## src/assert_macros.svh

```systemverilog
// Assertion macros shared by the resampler RTL.
`ifndef ASSERT_MACROS_SVH
`define ASSERT_MACROS_SVH

// Condition that must hold at every clock edge outside reset.
`define LIR_ASSERT_ALWAYS(lbl, cond, msg) \
  lbl: assert property (@(posedge clk_i) disable iff (!rst_ni) (cond)) else $error(msg);

// Antecedent in one cycle implies consequent in the same cycle.
`define LIR_ASSERT_IMPL(lbl, ante, cons, msg) \
  lbl: assert property (@(posedge clk_i) disable iff (!rst_ni) (ante) |-> (cons)) \
    else $error(msg);

`endif

```

## src/lir_pkg.sv

```systemverilog
// Types and constants of the linear-interpolation resampler.
`timescale 1ns / 1ps
package lir_pkg;

  localparam int SAMPLE_W = 16;
  localparam int PHASE_W  = 16;
  localparam int STEP_W   = 17;
  localparam int CHAN_W   = 2;
  localparam int CFG_W    = 17;
  localparam int CFG_IDX_W = 1;

  // 1.0 in unsigned Q16
  localparam logic [STEP_W-1:0] ONE_Q16 = 17'h10000;

  // reset values of the configuration registers
  localparam logic [STEP_W-1:0] STEP_RESET = 17'd60211;
  localparam logic [CHAN_W-1:0] CHAN_RESET = 2'd2;
  localparam logic [CHAN_W-1:0] CHAN_MONO  = 2'd1;

  // configuration register indexes
  localparam logic [CFG_IDX_W-1:0] REG_PHASE_STEP    = 1'd0;
  localparam logic [CFG_IDX_W-1:0] REG_CHANNEL_COUNT = 1'd1;

  // remainder unit: one quotient bit per cycle
  localparam int DIV_STEPS = STEP_W;
  localparam int DIV_CNT_W = $clog2(DIV_STEPS);

  // request to the remainder unit
  typedef struct packed {
    logic              start;
    logic [STEP_W-1:0] dividend;
    logic [STEP_W-1:0] divisor;
  } rem_req_t;

endpackage

```

## src/lir_lerp.sv

```systemverilog
// Shared interpolation unit: registered multiply, then round toward zero.
`timescale 1ns / 1ps
module lir_lerp (
  input  logic                                clk_i,
  input  logic                                en_i,
  input  logic signed [lir_pkg::SAMPLE_W-1:0] s0_i,
  input  logic signed [lir_pkg::SAMPLE_W-1:0] s1_i,
  input  logic        [lir_pkg::PHASE_W-1:0]  frac_i,
  output logic signed [lir_pkg::SAMPLE_W-1:0] result_o
);
  import lir_pkg::*;

  logic signed [SAMPLE_W:0]   diff;
  logic signed [PHASE_W:0]    frac_s;
  logic signed [33:0]         prod_d, prod_q;
  logic signed [SAMPLE_W-1:0] base_q;
  logic signed [33:0]         base_ext;
  logic signed [33:0]         sum;
  logic signed [33:0]         sum_rnd;

  // stage 1: difference times fraction
  assign diff   = (SAMPLE_W+1)'(s1_i) - (SAMPLE_W+1)'(s0_i);
  assign frac_s = signed'({1'b0, frac_i});
  assign prod_d = diff * frac_s;

  always_ff @(posedge clk_i) begin
    if (en_i) begin
      prod_q <= prod_d;
      base_q <= s0_i;
    end
  end

  // stage 2: add the base sample, truncate the Q16 fraction toward zero
  assign base_ext = signed'({{2{base_q[SAMPLE_W-1]}}, base_q, 16'b0});
  assign sum      = base_ext + prod_q;
  assign sum_rnd  = sum[33] ? (sum + 34'sd65535) : sum;
  assign result_o = sum_rnd[31:16];

endmodule

```

## src/lir_rem.sv

```systemverilog
// Iterative remainder unit used to rebase the phase after dropped outputs.
`timescale 1ns / 1ps
module lir_rem (
  input  logic                             clk_i,
  input  logic                             rst_ni,
  input  lir_pkg::rem_req_t                req_i,
  output logic                             done_o,
  output logic [lir_pkg::PHASE_W-1:0]      phase_o
);
  import lir_pkg::*;

  logic                 busy_q, busy_d;
  logic                 done_q, done_d;
  logic [DIV_CNT_W-1:0] cnt_q, cnt_d;
  logic [STEP_W-1:0]    rem_q, rem_d;
  logic [STEP_W-1:0]    dvd_q, dvd_d;
  logic [STEP_W-1:0]    dsr_q, dsr_d;
  logic [STEP_W:0]      trial;
  logic [STEP_W:0]      trial_sub;
  logic [STEP_W-1:0]    back;

  // one restoring step: shift in a dividend bit, subtract if it fits
  assign trial     = {rem_q, dvd_q[STEP_W-1]};
  assign trial_sub = trial - {1'b0, dsr_q};

  always_comb begin
    busy_d = busy_q;
    done_d = 1'b0;
    cnt_d  = cnt_q;
    rem_d  = rem_q;
    dvd_d  = dvd_q;
    dsr_d  = dsr_q;
    if (req_i.start) begin
      busy_d = 1'b1;
      cnt_d  = DIV_CNT_W'(DIV_STEPS - 1);
      rem_d  = '0;
      dvd_d  = req_i.dividend;
      dsr_d  = req_i.divisor;
    end else if (busy_q) begin
      rem_d = (trial >= {1'b0, dsr_q}) ? trial_sub[STEP_W-1:0] : trial[STEP_W-1:0];
      dvd_d = {dvd_q[STEP_W-2:0], 1'b0};
      if (cnt_q == '0) begin
        busy_d = 1'b0;
        done_d = 1'b1;
      end else begin
        cnt_d = cnt_q - 1'b1;
      end
    end
  end

  always_ff @(posedge clk_i or negedge rst_ni) begin
    if (!rst_ni) begin
      busy_q <= 1'b0;
      done_q <= 1'b0;
      cnt_q  <= '0;
    end else begin
      busy_q <= busy_d;
      done_q <= done_d;
      cnt_q  <= cnt_d;
    end
  end

  always_ff @(posedge clk_i) begin
    rem_q <= rem_d;
    dvd_q <= dvd_d;
    dsr_q <= dsr_d;
  end

  // rebased phase is (-d) mod step
  assign back    = dsr_q - rem_q;
  assign done_o  = done_q;
  assign phase_o = (rem_q == '0) ? '0 : back[PHASE_W-1:0];

endmodule

```

## src/linear_interp_audio_resampler.sv

```systemverilog
// Linear-interpolation sample-rate converter to 48 kHz: sequencer and top level.
//
//  port group | direction | handshake            | payload
//  cfg        | in        | cfg_we_i             | cfg_index_i, cfg_data_i
//  in         | in        | in_valid_i/in_ready_o| left_sample_i, right_sample_i, packet_last_i
//  out        | out       | out_valid_o/out_ready_i | left_out_o, right_out_o, frame_end_o,
//             |           |                      | run_last_o
//
// An item that causes no output is taken in idle. Otherwise each interval passes S_CHK and
// each output S_MUL_L, S_MUL_R and S_EMIT, the shared multiplier computing left then right
// each output. A capped interval also passes S_DIV, S_DIV_WAIT for the phase remainder unit.
// Reset (async, active low) clears state, phase, frame count and restores the registers.
// A stalled output holds the sequencer in its emit step; input ready is high only when idle.
`timescale 1ns / 1ps
`include "assert_macros.svh"
module linear_interp_audio_resampler #(
  parameter int FRAME_SAMPLES         = 960,
  parameter int MAX_OUTPUTS_PER_INPUT = 13
) (
  input  logic                                 clk_i,
  input  logic                                 rst_ni,
  input  logic                                 cfg_we_i,
  input  logic        [lir_pkg::CFG_IDX_W-1:0] cfg_index_i,
  input  logic        [lir_pkg::CFG_W-1:0]     cfg_data_i,
  input  logic                                 in_valid_i,
  output logic                                 in_ready_o,
  input  logic signed [lir_pkg::SAMPLE_W-1:0]  left_sample_i,
  input  logic signed [lir_pkg::SAMPLE_W-1:0]  right_sample_i,
  input  logic                                 packet_last_i,
  output logic                                 out_valid_o,
  input  logic                                 out_ready_i,
  output logic signed [lir_pkg::SAMPLE_W-1:0]  left_out_o,
  output logic signed [lir_pkg::SAMPLE_W-1:0]  right_out_o,
  output logic                                 frame_end_o,
  output logic                                 run_last_o
);
  import lir_pkg::*;

  localparam int FW = $clog2(FRAME_SAMPLES + 1);
  localparam int NW = $clog2(MAX_OUTPUTS_PER_INPUT + 1);

  localparam logic [2:0] S_IDLE     = 3'd0;
  localparam logic [2:0] S_CHK      = 3'd1;
  localparam logic [2:0] S_MUL_L    = 3'd2;
  localparam logic [2:0] S_MUL_R    = 3'd3;
  localparam logic [2:0] S_EMIT     = 3'd4;
  localparam logic [2:0] S_DIV      = 3'd5;
  localparam logic [2:0] S_DIV_WAIT = 3'd6;

  // configuration
  logic [STEP_W-1:0] step_q, step_eff;
  logic [CHAN_W-1:0] chan_q;
  logic              mono;

  // control state
  logic [2:0]         state_q, state_d;
  logic               have_prev_q, have_prev_d;
  logic [PHASE_W-1:0] phase_q, phase_d;
  logic [FW-1:0]      fc_q, fc_d;
  logic [NW-1:0]      n_q, n_d, n_inc;
  logic               hold_next_q, hold_next_d;
  logic               out_valid_q, out_valid_d;

  // payload
  logic signed [SAMPLE_W-1:0] prev_l_q, prev_l_d, prev_r_q, prev_r_d;
  logic signed [SAMPLE_W-1:0] s0l_q, s0l_d, s0r_q, s0r_d, s1l_q, s1l_d, s1r_q, s1r_d;
  logic signed [SAMPLE_W-1:0] res_l_q, res_l_d;
  logic signed [SAMPLE_W-1:0] left_out_q, left_out_d, right_out_q, right_out_d;
  logic                       frame_end_q, frame_end_d, run_last_q, run_last_d;

  logic signed [SAMPLE_W-1:0] in_r;
  logic [STEP_W-1:0]          sum;
  logic                       end_interval;
  logic                       lerp_en, sel_right;
  logic signed [SAMPLE_W-1:0] lerp_s0, lerp_s1, lerp_res;
  rem_req_t                   rem_req;
  logic                       rem_done;
  logic [PHASE_W-1:0]         rem_phase;

  // effective step: zero acts as 1, above 1.0 saturates
  always_comb begin
    if (step_q == '0) begin
      step_eff = STEP_W'(1);
    end else if (step_q > ONE_Q16) begin
      step_eff = ONE_Q16;
    end else begin
      step_eff = step_q;
    end
  end
  assign mono = (chan_q == CHAN_MONO);

  // configuration writes
  always_ff @(posedge clk_i or negedge rst_ni) begin
    if (!rst_ni) begin
      step_q <= STEP_RESET;
      chan_q <= CHAN_RESET;
    end else if (cfg_we_i) begin
      case (cfg_index_i)
        REG_PHASE_STEP:    step_q <= cfg_data_i[STEP_W-1:0];
        REG_CHANNEL_COUNT: chan_q <= cfg_data_i[CHAN_W-1:0];
        default: ;
      endcase
    end
  end

  // shared interpolation unit, left then right
  assign sel_right = (state_q == S_MUL_R);
  assign lerp_s0   = sel_right ? s0r_q : s0l_q;
  assign lerp_s1   = sel_right ? s1r_q : s1l_q;

  lir_lerp u_lerp (
    .clk_i    (clk_i),
    .en_i     (lerp_en),
    .s0_i     (lerp_s0),
    .s1_i     (lerp_s1),
    .frac_i   (phase_q),
    .result_o (lerp_res)
  );

  // remainder unit for the phase rebase after dropped outputs
  always_comb begin
    rem_req.start    = (state_q == S_DIV);
    rem_req.dividend = ONE_Q16 - {1'b0, phase_q};
    rem_req.divisor  = step_eff;
  end

  lir_rem u_rem (
    .clk_i   (clk_i),
    .rst_ni  (rst_ni),
    .req_i   (rem_req),
    .done_o  (rem_done),
    .phase_o (rem_phase)
  );

  assign in_ready_o = (state_q == S_IDLE);
  assign in_r       = mono ? '0 : right_sample_i;
  assign sum        = {1'b0, phase_q} + step_eff;
  assign n_inc      = n_q + 1'b1;

  // sequencer
  always_comb begin
    state_d      = state_q;
    have_prev_d  = have_prev_q;
    phase_d      = phase_q;
    fc_d         = fc_q;
    n_d          = n_q;
    hold_next_d  = hold_next_q;
    out_valid_d  = out_valid_q && !out_ready_i;
    prev_l_d     = prev_l_q;
    prev_r_d     = prev_r_q;
    s0l_d        = s0l_q;
    s0r_d        = s0r_q;
    s1l_d        = s1l_q;
    s1r_d        = s1r_q;
    res_l_d      = res_l_q;
    left_out_d   = left_out_q;
    right_out_d  = right_out_q;
    frame_end_d  = frame_end_q;
    run_last_d   = run_last_q;
    lerp_en      = 1'b0;
    end_interval = 1'b0;

    case (state_q)
      S_IDLE: begin
        if (in_valid_i) begin
          prev_l_d    = left_sample_i;
          prev_r_d    = in_r;
          have_prev_d = !packet_last_i;
          n_d         = '0;
          s1l_d       = left_sample_i;
          s1r_d       = in_r;
          if (have_prev_q) begin
            s0l_d       = prev_l_q;
            s0r_d       = prev_r_q;
            hold_next_d = packet_last_i;
            state_d     = S_CHK;
          end else if (packet_last_i) begin
            // lone last sample: only the hold interval
            s0l_d       = left_sample_i;
            s0r_d       = in_r;
            hold_next_d = 1'b0;
            state_d     = S_CHK;
          end
        end
      end
      S_CHK: begin
        state_d = (n_q == NW'(MAX_OUTPUTS_PER_INPUT)) ? S_DIV : S_MUL_L;
      end
      S_MUL_L: begin
        lerp_en = 1'b1;
        state_d = S_MUL_R;
      end
      S_MUL_R: begin
        lerp_en = 1'b1;
        res_l_d = lerp_res;
        state_d = S_EMIT;
      end
      S_EMIT: begin
        if (!out_valid_q || out_ready_i) begin
          out_valid_d = 1'b1;
          left_out_d  = res_l_q;
          right_out_d = mono ? '0 : lerp_res;
          if (fc_q == FW'(FRAME_SAMPLES - 1)) begin
            fc_d        = '0;
            frame_end_d = 1'b1;
          end else begin
            fc_d        = fc_q + 1'b1;
            frame_end_d = 1'b0;
          end
          run_last_d = (n_inc == NW'(MAX_OUTPUTS_PER_INPUT)) ||
                       (sum[STEP_W-1] && !hold_next_q);
          n_d        = n_inc;
          phase_d    = sum[PHASE_W-1:0];
          if (sum[STEP_W-1]) begin
            end_interval = 1'b1;
          end else if (n_inc == NW'(MAX_OUTPUTS_PER_INPUT)) begin
            state_d = S_DIV;
          end else begin
            state_d = S_MUL_L;
          end
        end
      end
      S_DIV: begin
        state_d = S_DIV_WAIT;
      end
      S_DIV_WAIT: begin
        if (rem_done) begin
          phase_d      = rem_phase;
          end_interval = 1'b1;
        end
      end
      default: begin
        state_d = S_IDLE;
      end
    endcase

    // interval closed: on to the hold interval or back to idle
    if (end_interval) begin
      if (hold_next_q) begin
        s0l_d       = s1l_q;
        s0r_d       = s1r_q;
        hold_next_d = 1'b0;
        state_d     = S_CHK;
      end else begin
        state_d = S_IDLE;
      end
    end
  end

  always_ff @(posedge clk_i or negedge rst_ni) begin
    if (!rst_ni) begin
      state_q     <= S_IDLE;
      have_prev_q <= 1'b0;
      phase_q     <= '0;
      fc_q        <= '0;
      n_q         <= '0;
      hold_next_q <= 1'b0;
      out_valid_q <= 1'b0;
      prev_l_q    <= '0;
      prev_r_q    <= '0;
    end else begin
      state_q     <= state_d;
      have_prev_q <= have_prev_d;
      phase_q     <= phase_d;
      fc_q        <= fc_d;
      n_q         <= n_d;
      hold_next_q <= hold_next_d;
      out_valid_q <= out_valid_d;
      prev_l_q    <= prev_l_d;
      prev_r_q    <= prev_r_d;
    end
  end

  always_ff @(posedge clk_i) begin
    s0l_q       <= s0l_d;
    s0r_q       <= s0r_d;
    s1l_q       <= s1l_d;
    s1r_q       <= s1r_d;
    res_l_q     <= res_l_d;
    left_out_q  <= left_out_d;
    right_out_q <= right_out_d;
    frame_end_q <= frame_end_d;
    run_last_q  <= run_last_d;
  end

  assign out_valid_o = out_valid_q;
  assign left_out_o  = left_out_q;
  assign right_out_o = right_out_q;
  assign frame_end_o = frame_end_q;
  assign run_last_o  = run_last_q;

  // checks
  `LIR_ASSERT_ALWAYS(a_n_bound, n_q <= NW'(MAX_OUTPUTS_PER_INPUT), "output count over limit")
  `LIR_ASSERT_IMPL(a_frame_wrap, out_valid_q && frame_end_q, fc_q == '0, "frame count not wrapped")
  `LIR_ASSERT_IMPL(a_rem_state, rem_done, state_q == S_DIV_WAIT, "remainder done out of sequence")

endmodule

```

## config.mk

```make
export PLATFORM = sky130hd
export DESIGN_NAME = linear_interp_audio_resampler
export DESIGN_NICKNAME = d
export VERILOG_FILES = /design/src/lir_pkg.sv /design/src/lir_lerp.sv /design/src/lir_rem.sv /design/src/linear_interp_audio_resampler.sv
export VERILOG_INCLUDE_DIRS = /design/src /design/src/src
export SDC_FILE = /design/constraint.sdc
export NUM_CORES = 1
export LEC_CHECK = 0
export BUFFER_PORTS_ARGS = -buffer_cell sky130_fd_sc_hd__buf_4
export CAP_MARGIN = 40
export CORE_MARGIN = 2
export CORE_UTILIZATION = 55
export DETAILED_ROUTE_END_ITERATION = 10
export PLACE_DENSITY = 0.71
export SLEW_MARGIN = 20
export SYNTH_ARGS = -nofsm -noshare
export SYNTH_HDL_FRONTEND = slang
export SYNTH_SLANG_ARGS = --single-unit
```

## constraint.sdc

```tcl
create_clock -name clk_i -period 15.9 [get_ports clk_i]
set_input_delay 1.59 -clock clk_i [delete_from_list [all_inputs] [get_ports clk_i]]
set_output_delay 1.59 -clock clk_i [all_outputs]
set_load 0.02 [all_outputs]
```

---- Word-level counts from Yosys, hierarchy flattened ----
Cells that the tools add are included.
storage, ports and cells
  output and inout port bits .............. 36
  bits in registers ....................... 309
  input bits .............................. 56
cells by class
  $mul .................................... 1
  reduce and logical (&&, ||, !) cells .... 24
  mux-type cells .......................... 62
  add/sub/neg operators ................... 10
  $lt $le $gt $ge ......................... 2
  bitwise operators ....................... 1
  equality and inequality tests ........... 19
operator list
  operator                count
  $mux 16                 18
  $mux 17                 5
  $add 32x34->34          1
  $logic_not 17->1        2
  $mul 17x17->34          1
  $add 32x17->32 const B  1
  $mux 32                 1
  $pmux 16 s2             1
  $mux 3                  8
  $pmux 3 s7              1
  $mux 1                  20
  $ge 18x17->1            1
  $add 16x17->17          1
  $gt 17x17->1 const B    1
  $sub 16x16->17          1
  $sub 17x16->17 const A  1
  $sub 17x17->17          1
  $sub 16x16->16          1
  $mux 5                  3
  $add 10x1->10 const B   1
  $eq 10x10->1 const B    1
  $mux 10                 1
  $reduce_and 2->1        5
  $eq 3x3->1 const B      3
  other kinds (24)        39

---- Logic depth before layout (Yosys ltp) ----
  depth after elaboration ................. 9
  gate-level depth with buffers ........... 42
  mapped depth without buffers ............ 40

---- Modules after synthesis ----
Synthesis repeated with hierarchy kept, for this count alone.
unflattened totals
  cells, all modules ...................... 2946
  area, all modules ....................... 28267.1 µm²
by module, submodules not included
  module                         times used  cells an instance  area each (µm²)
  lir_lerp                       1           1541               14159.8
  linear_interp_audio_resampler  1           976                10020.9
  lir_rem                        1           429                4086.4

---- Least setup slack after synthesis ----
No wires, ideal clock.
  path type ............................... reg-to-reg
  from .................................... register state_q[1]
  to ...................................... register u_lerp.prod_q[33], data pin
  data arrival time ....................... 11.413 ns
  cell stages (with the launch flop) ...... 42
  path slack .............................. 4.227 ns
  clock period less this slack ............ 11.673 ns
  path buffers ............................ 3
  path through ............................ dfrtp_1 > clkbuf_1 > inv_1 > nor2_1 > nand2_1 > buf_1 > mux2i_1 > ha_1 > inv_1 > fa_1 > a21o_1 > a21oi_1 > o21bai_1 > a21oi_1 > o21ai_0 > a21oi_1 > a21oi_1 > a2111oi_0 > [6 not listed] > fa_1 > inv_1 > fa_1 > fa_1 > inv_1 > fa_1 > inv_1 > ha_1 > a21o_1 > a21o_1 > a211oi_1 > o22ai_1 > a21oi_1 > a21oi_1 > a31oi_1 > o21ai_0 > a21oi_1 > xnor2_1
on the way
  longest elaborated chain between the ends .. 4
  elaborated cells on any way between the ends .. 5
  classes of those cells .................. add/sub (1); mul (1); eq/ne (1); mux (2)
RTL lines
  element                      line                                                                        source
  start: declaration           linear_interp_audio_resampler.sv:56                                         logic [2:0] state_q, state_d;
  start signal: assignment     linear_interp_audio_resampler.sv:262                                        state_q <= state_d;
  $eq 3x2->1 *                 linear_interp_audio_resampler.sv:107                                        assign sel_right = (state_q == S_MUL_R);
  $mux 16 (on tied branches)   linear_interp_audio_resampler.sv:109, linear_interp_audio_resampler.sv:108
  $sub 16x16->17 *             lir_lerp.sv:22                                                              assign diff = (SAMPLE_W+1)'(s1_i) - (SAMPLE_W+1)'(s0_i);
  $mul 17x17->34 *             lir_lerp.sv:24                                                              assign prod_d = diff * frac_s;
  named net u_lerp.prod_d[33]  lir_lerp.sv:15                                                              logic signed [33:0] prod_d, prod_q;
  end signal: assignment       lir_lerp.sv:28                                                              prod_q <= prod_d;
  end: declaration             lir_lerp.sv:15
The timed path passes the listed nets; every way through them passes the cells marked *.
A chain may end at the register's enable or synchronous reset.

---- Worst setup path after layout ----
  from .................................... register state_q[1]
  to ...................................... register u_lerp.prod_q[33], data pin
on the way
  longest elaborated chain between the ends .. 4
  elaborated cells on any way between the ends .. 5
  classes of those cells .................. add/sub (1); mul (1); eq/ne (1); mux (2)
RTL lines
  element                      line                                  source
  $eq 3x2->1                   linear_interp_audio_resampler.sv:107
  $mux 16                      linear_interp_audio_resampler.sv:108  assign lerp_s0 = sel_right ? s0r_q : s0l_q;
  named net lerp_s0[0]         linear_interp_audio_resampler.sv:75   logic signed [SAMPLE_W-1:0] lerp_s0, lerp_s1, lerp_res;
  $sub 16x16->17               lir_lerp.sv:22
  $mul 17x17->34               lir_lerp.sv:24
  named net u_lerp.prod_d[33]  lir_lerp.sv:15
The timed path passes the listed nets, and every way through them passes these cells.

==> impl_metrics.csv <==
group,metric,value,unit
timing,skew,0.02653,ns
synth,yosysWarningCount,0,
timing,relSlewSlack,43.22,%
finish,diodes,0,
placed_design,io_buffers,91,
synth,synth-compound-area-share,10.90,%
synth,synth.distinct_cells,79,
global_route,grt_use_total,27.70,%
placed_design,dpl_cell_area,0.02931,mm^2
timing,finalMaxSlewViolations,0,
route,viasPerCell,5.740,
flow_run,cap_violations,0,
global_route,grt_start_max_net_pins,61,
synth,syn_nets,3458,
global_route,grt_pass1_vias,22070,
timing,finalHoldViolCount,0,
clocking,h-tree-depth,2,
clocking,cts_resized,0,
synth,seq_area_frac_synth,30.02,%
outcome,status,"finished clean",
route,drt-initial-drc-count,1561,
global_route,antenna_found_initial,3,
synth,synth-simple-area-share,16.23,%
timing,rsz0062_at_grt,"no",
setup_path,cpPeakStageDelay,0.54,ns
synth,synth_mux_area_share,2.533,%
synth,synth-adder-area-share,28.12,%
route,routed_wl,71.27,mm
setup_path,cp.arrival,11.70,ns
finish,mostFrequentLayoutCells,"inv_1 (441), nand2_1 (407), fa_1 (278)",
route,detail-route-antenna-nets,0,
synth,syn_avg_cell_area,9.412,um^2
route,drcViolationCount,0,
route,dr.pass1.iters,6,
setup_path,crit_fanout,51,
setup_path,crit_path_start_kind,"register",
die,num_rows,82,
timing,holdWs,0.4201,ns
setup_path,required,16.20,ns
placed_design,hpwlAfterDp,53.64,mm
clocking,root_buffer,"clkbuf_16",
die,initial_core_util,55.55,%
clocking,cts_hold_buf,0,
finish,drive_above_1_share,9.025,%
clocking,post-cts-setup-buffers,0,
die,num_io_pins,92,
clocking,cts_buffers,36,
global_route,grt_pass1_wl,115.7,mm
timing,tightest_slew,0.8428,ns
route,route.vias.total,21290,
clocking,cts_tree,"built",
synth,synthFlopType,"edfxtp_1",
synth,synth_edf_count,166,
die,die_area,0.05228,mm^2
timing,setup_tns,0,ns
finish,nets,3517,
synth,synthCells,2949,
placed_design,gp_congestion,0.9173,
setup_path,cp_slowest_cell,"a211o_1",
finish,ff_latch_area,0.008332,mm^2
timing,fmax,87.76,MHz
min_path,worst_hold_path_type,"reg -> reg",
synth,synthArstFlopShare,30.42,%
setup_path,endpoint_kind,"register",
synth,synth_xor_area_share,4.418,%
finish,layout_commonest_cell,"inv_1",
synth,synth_top_family_by_area,"adder cells",
clocking,clkLatencyLatePin,0.56,ns
finish,area_growth,10.07,%
die,coreArea,0.04997,mm^2
finish,fin_area,0.03055,mm^2
clocking,clock_path_buffers,3,
setup_path,path_class,"reg -> reg",
die,die_width,228.6,um
clocking,cts.clk_slew.worst_paths,0.06,ns
finish,nFillCells,4143,
timing,fin_crit,11.39,ns
synth,ys_ff_latch,309,
timing,setup_viol,0,
clocking,cts_sinks,309,
finish,utilization,61.15,%
die,die_h,228.6,um
global_route,overflow,0,
timing,finalCritPeriodShare,71.66,%
route,wl_per_cell,19.22,um
synth,synth.cell_area,0.02776,mm^2
finish,multi_input_area,0.01730,mm^2
logic make-up after synthesis:
group,Yosys count
and+or+nand+nor,950
buffers and inverters,573
adders and majority gates,458
AOI/OAI and AO/OA,453
DFF,309
xor gates and xnor gates,140
muxes,66
cells in the mapped netlist, types with 37 or more instances:
cell / n / area, um^2
dfrtp_1: 83 / 2077
nand2_1: 407 / 1528
fa_1: 278 / 5565
xnor2_1: 99 / 867.1
nor3_1: 41 / 205.2
inv_1: 441 / 1655
xor2_1: 41 / 359.1
edfxtp_1: 166 / 4985
o21ai_0: 111 / 555.5
and2_1: 139 / 869.6
dfxtp_1: 49 / 980.9
clkbuf_1: 114 / 427.9
ha_1: 175 / 2190
o22ai_1: 37 / 231.5
a21oi_1: 87 / 435.4
nor2_1: 130 / 488.0
nand2b_1: 38 / 237.7
nand3_1: 57 / 285.3
nor2b_1: 47 / 294.0
final timing paths:
check                                  startpoint                     endpoint  slack [ns]  cells after the start
setup reg to reg           state_q[1]$_DFFE_PN0P_  u_lerp.prod_q[33]$_DFFE_PP_        4.51                     43
setup / recovery           state_q[1]$_DFFE_PN0P_  u_lerp.prod_q[33]$_DFFE_PP_        4.51                     43
min in group asynchronous                  rst_ni      prev_l_q[2]$_DFFE_PN0P_        1.01                      1
hold reg to reg              res_l_q[3]$_DFFE_PN_      left_out_o[3]$_DFFE_PP_        0.42                      0
max in group asynchronous                  rst_ni        step_q[4]$_DFFE_PN1P_       13.96                      3
hold / removal               res_l_q[3]$_DFFE_PN_      left_out_o[3]$_DFFE_PP_        0.42                      0
final cells by class:
class	count	area share (%)
clock buffers	50	3.289
flip-flops and latches	309	27.27
inverters	444	5.455
clock inverters	16	0.6266
multi-input cells	2067	56.64
well taps	672	2.752
repair buffers	150	3.968
critical path, delay by kind of cell (launching register included):
family | cells | cell delay [ns]
flip-flops | 1 | 0.47
AND/OR/NAND/NOR | 5 | 0.76
AO/OA/AOI/OAI | 18 | 4.22
buffers and inverters | 10 | 1.75
XOR/XNOR | 1 | 0.09
adder cells (fa/ha/maj) | 9 | 3.82
per-layer routing:
metal  wire length [um]  vias up  track usage (%)
met1              29190    10590            35.59
met3               4224      173            4.316
met4               2663        2            11.42
li1                   -     9847                -
met2              35190      674            46.87
met5                 10        -                0
registers in the layout, indices dropped and copies added, names as in the netlist, 17 cells and up:
| register | flops |
|---|---|
| u_rem.dvd_q | 17 |
| u_rem.dsr_q | 17 |
| u_lerp.prod_q | 34 |
| step_q | 17 |
| u_rem.rem_q | 17 |
metrics by stage:
stage | setup WS, ns | cells
2_1_floorplan | 4.227 | 2949
3_3_place_gp | 4.738 | 3625
3_5_place_dp | 4.652 | 3639
4_1_cts | 4.631 | 3705
5_1_grt | 3.675 | 3708
6_report | 4.505 | 3708
Power is left out: the tool's default activity adds up to more than one toggle a clock period on the data nets, which glitch-free logic cannot reach.
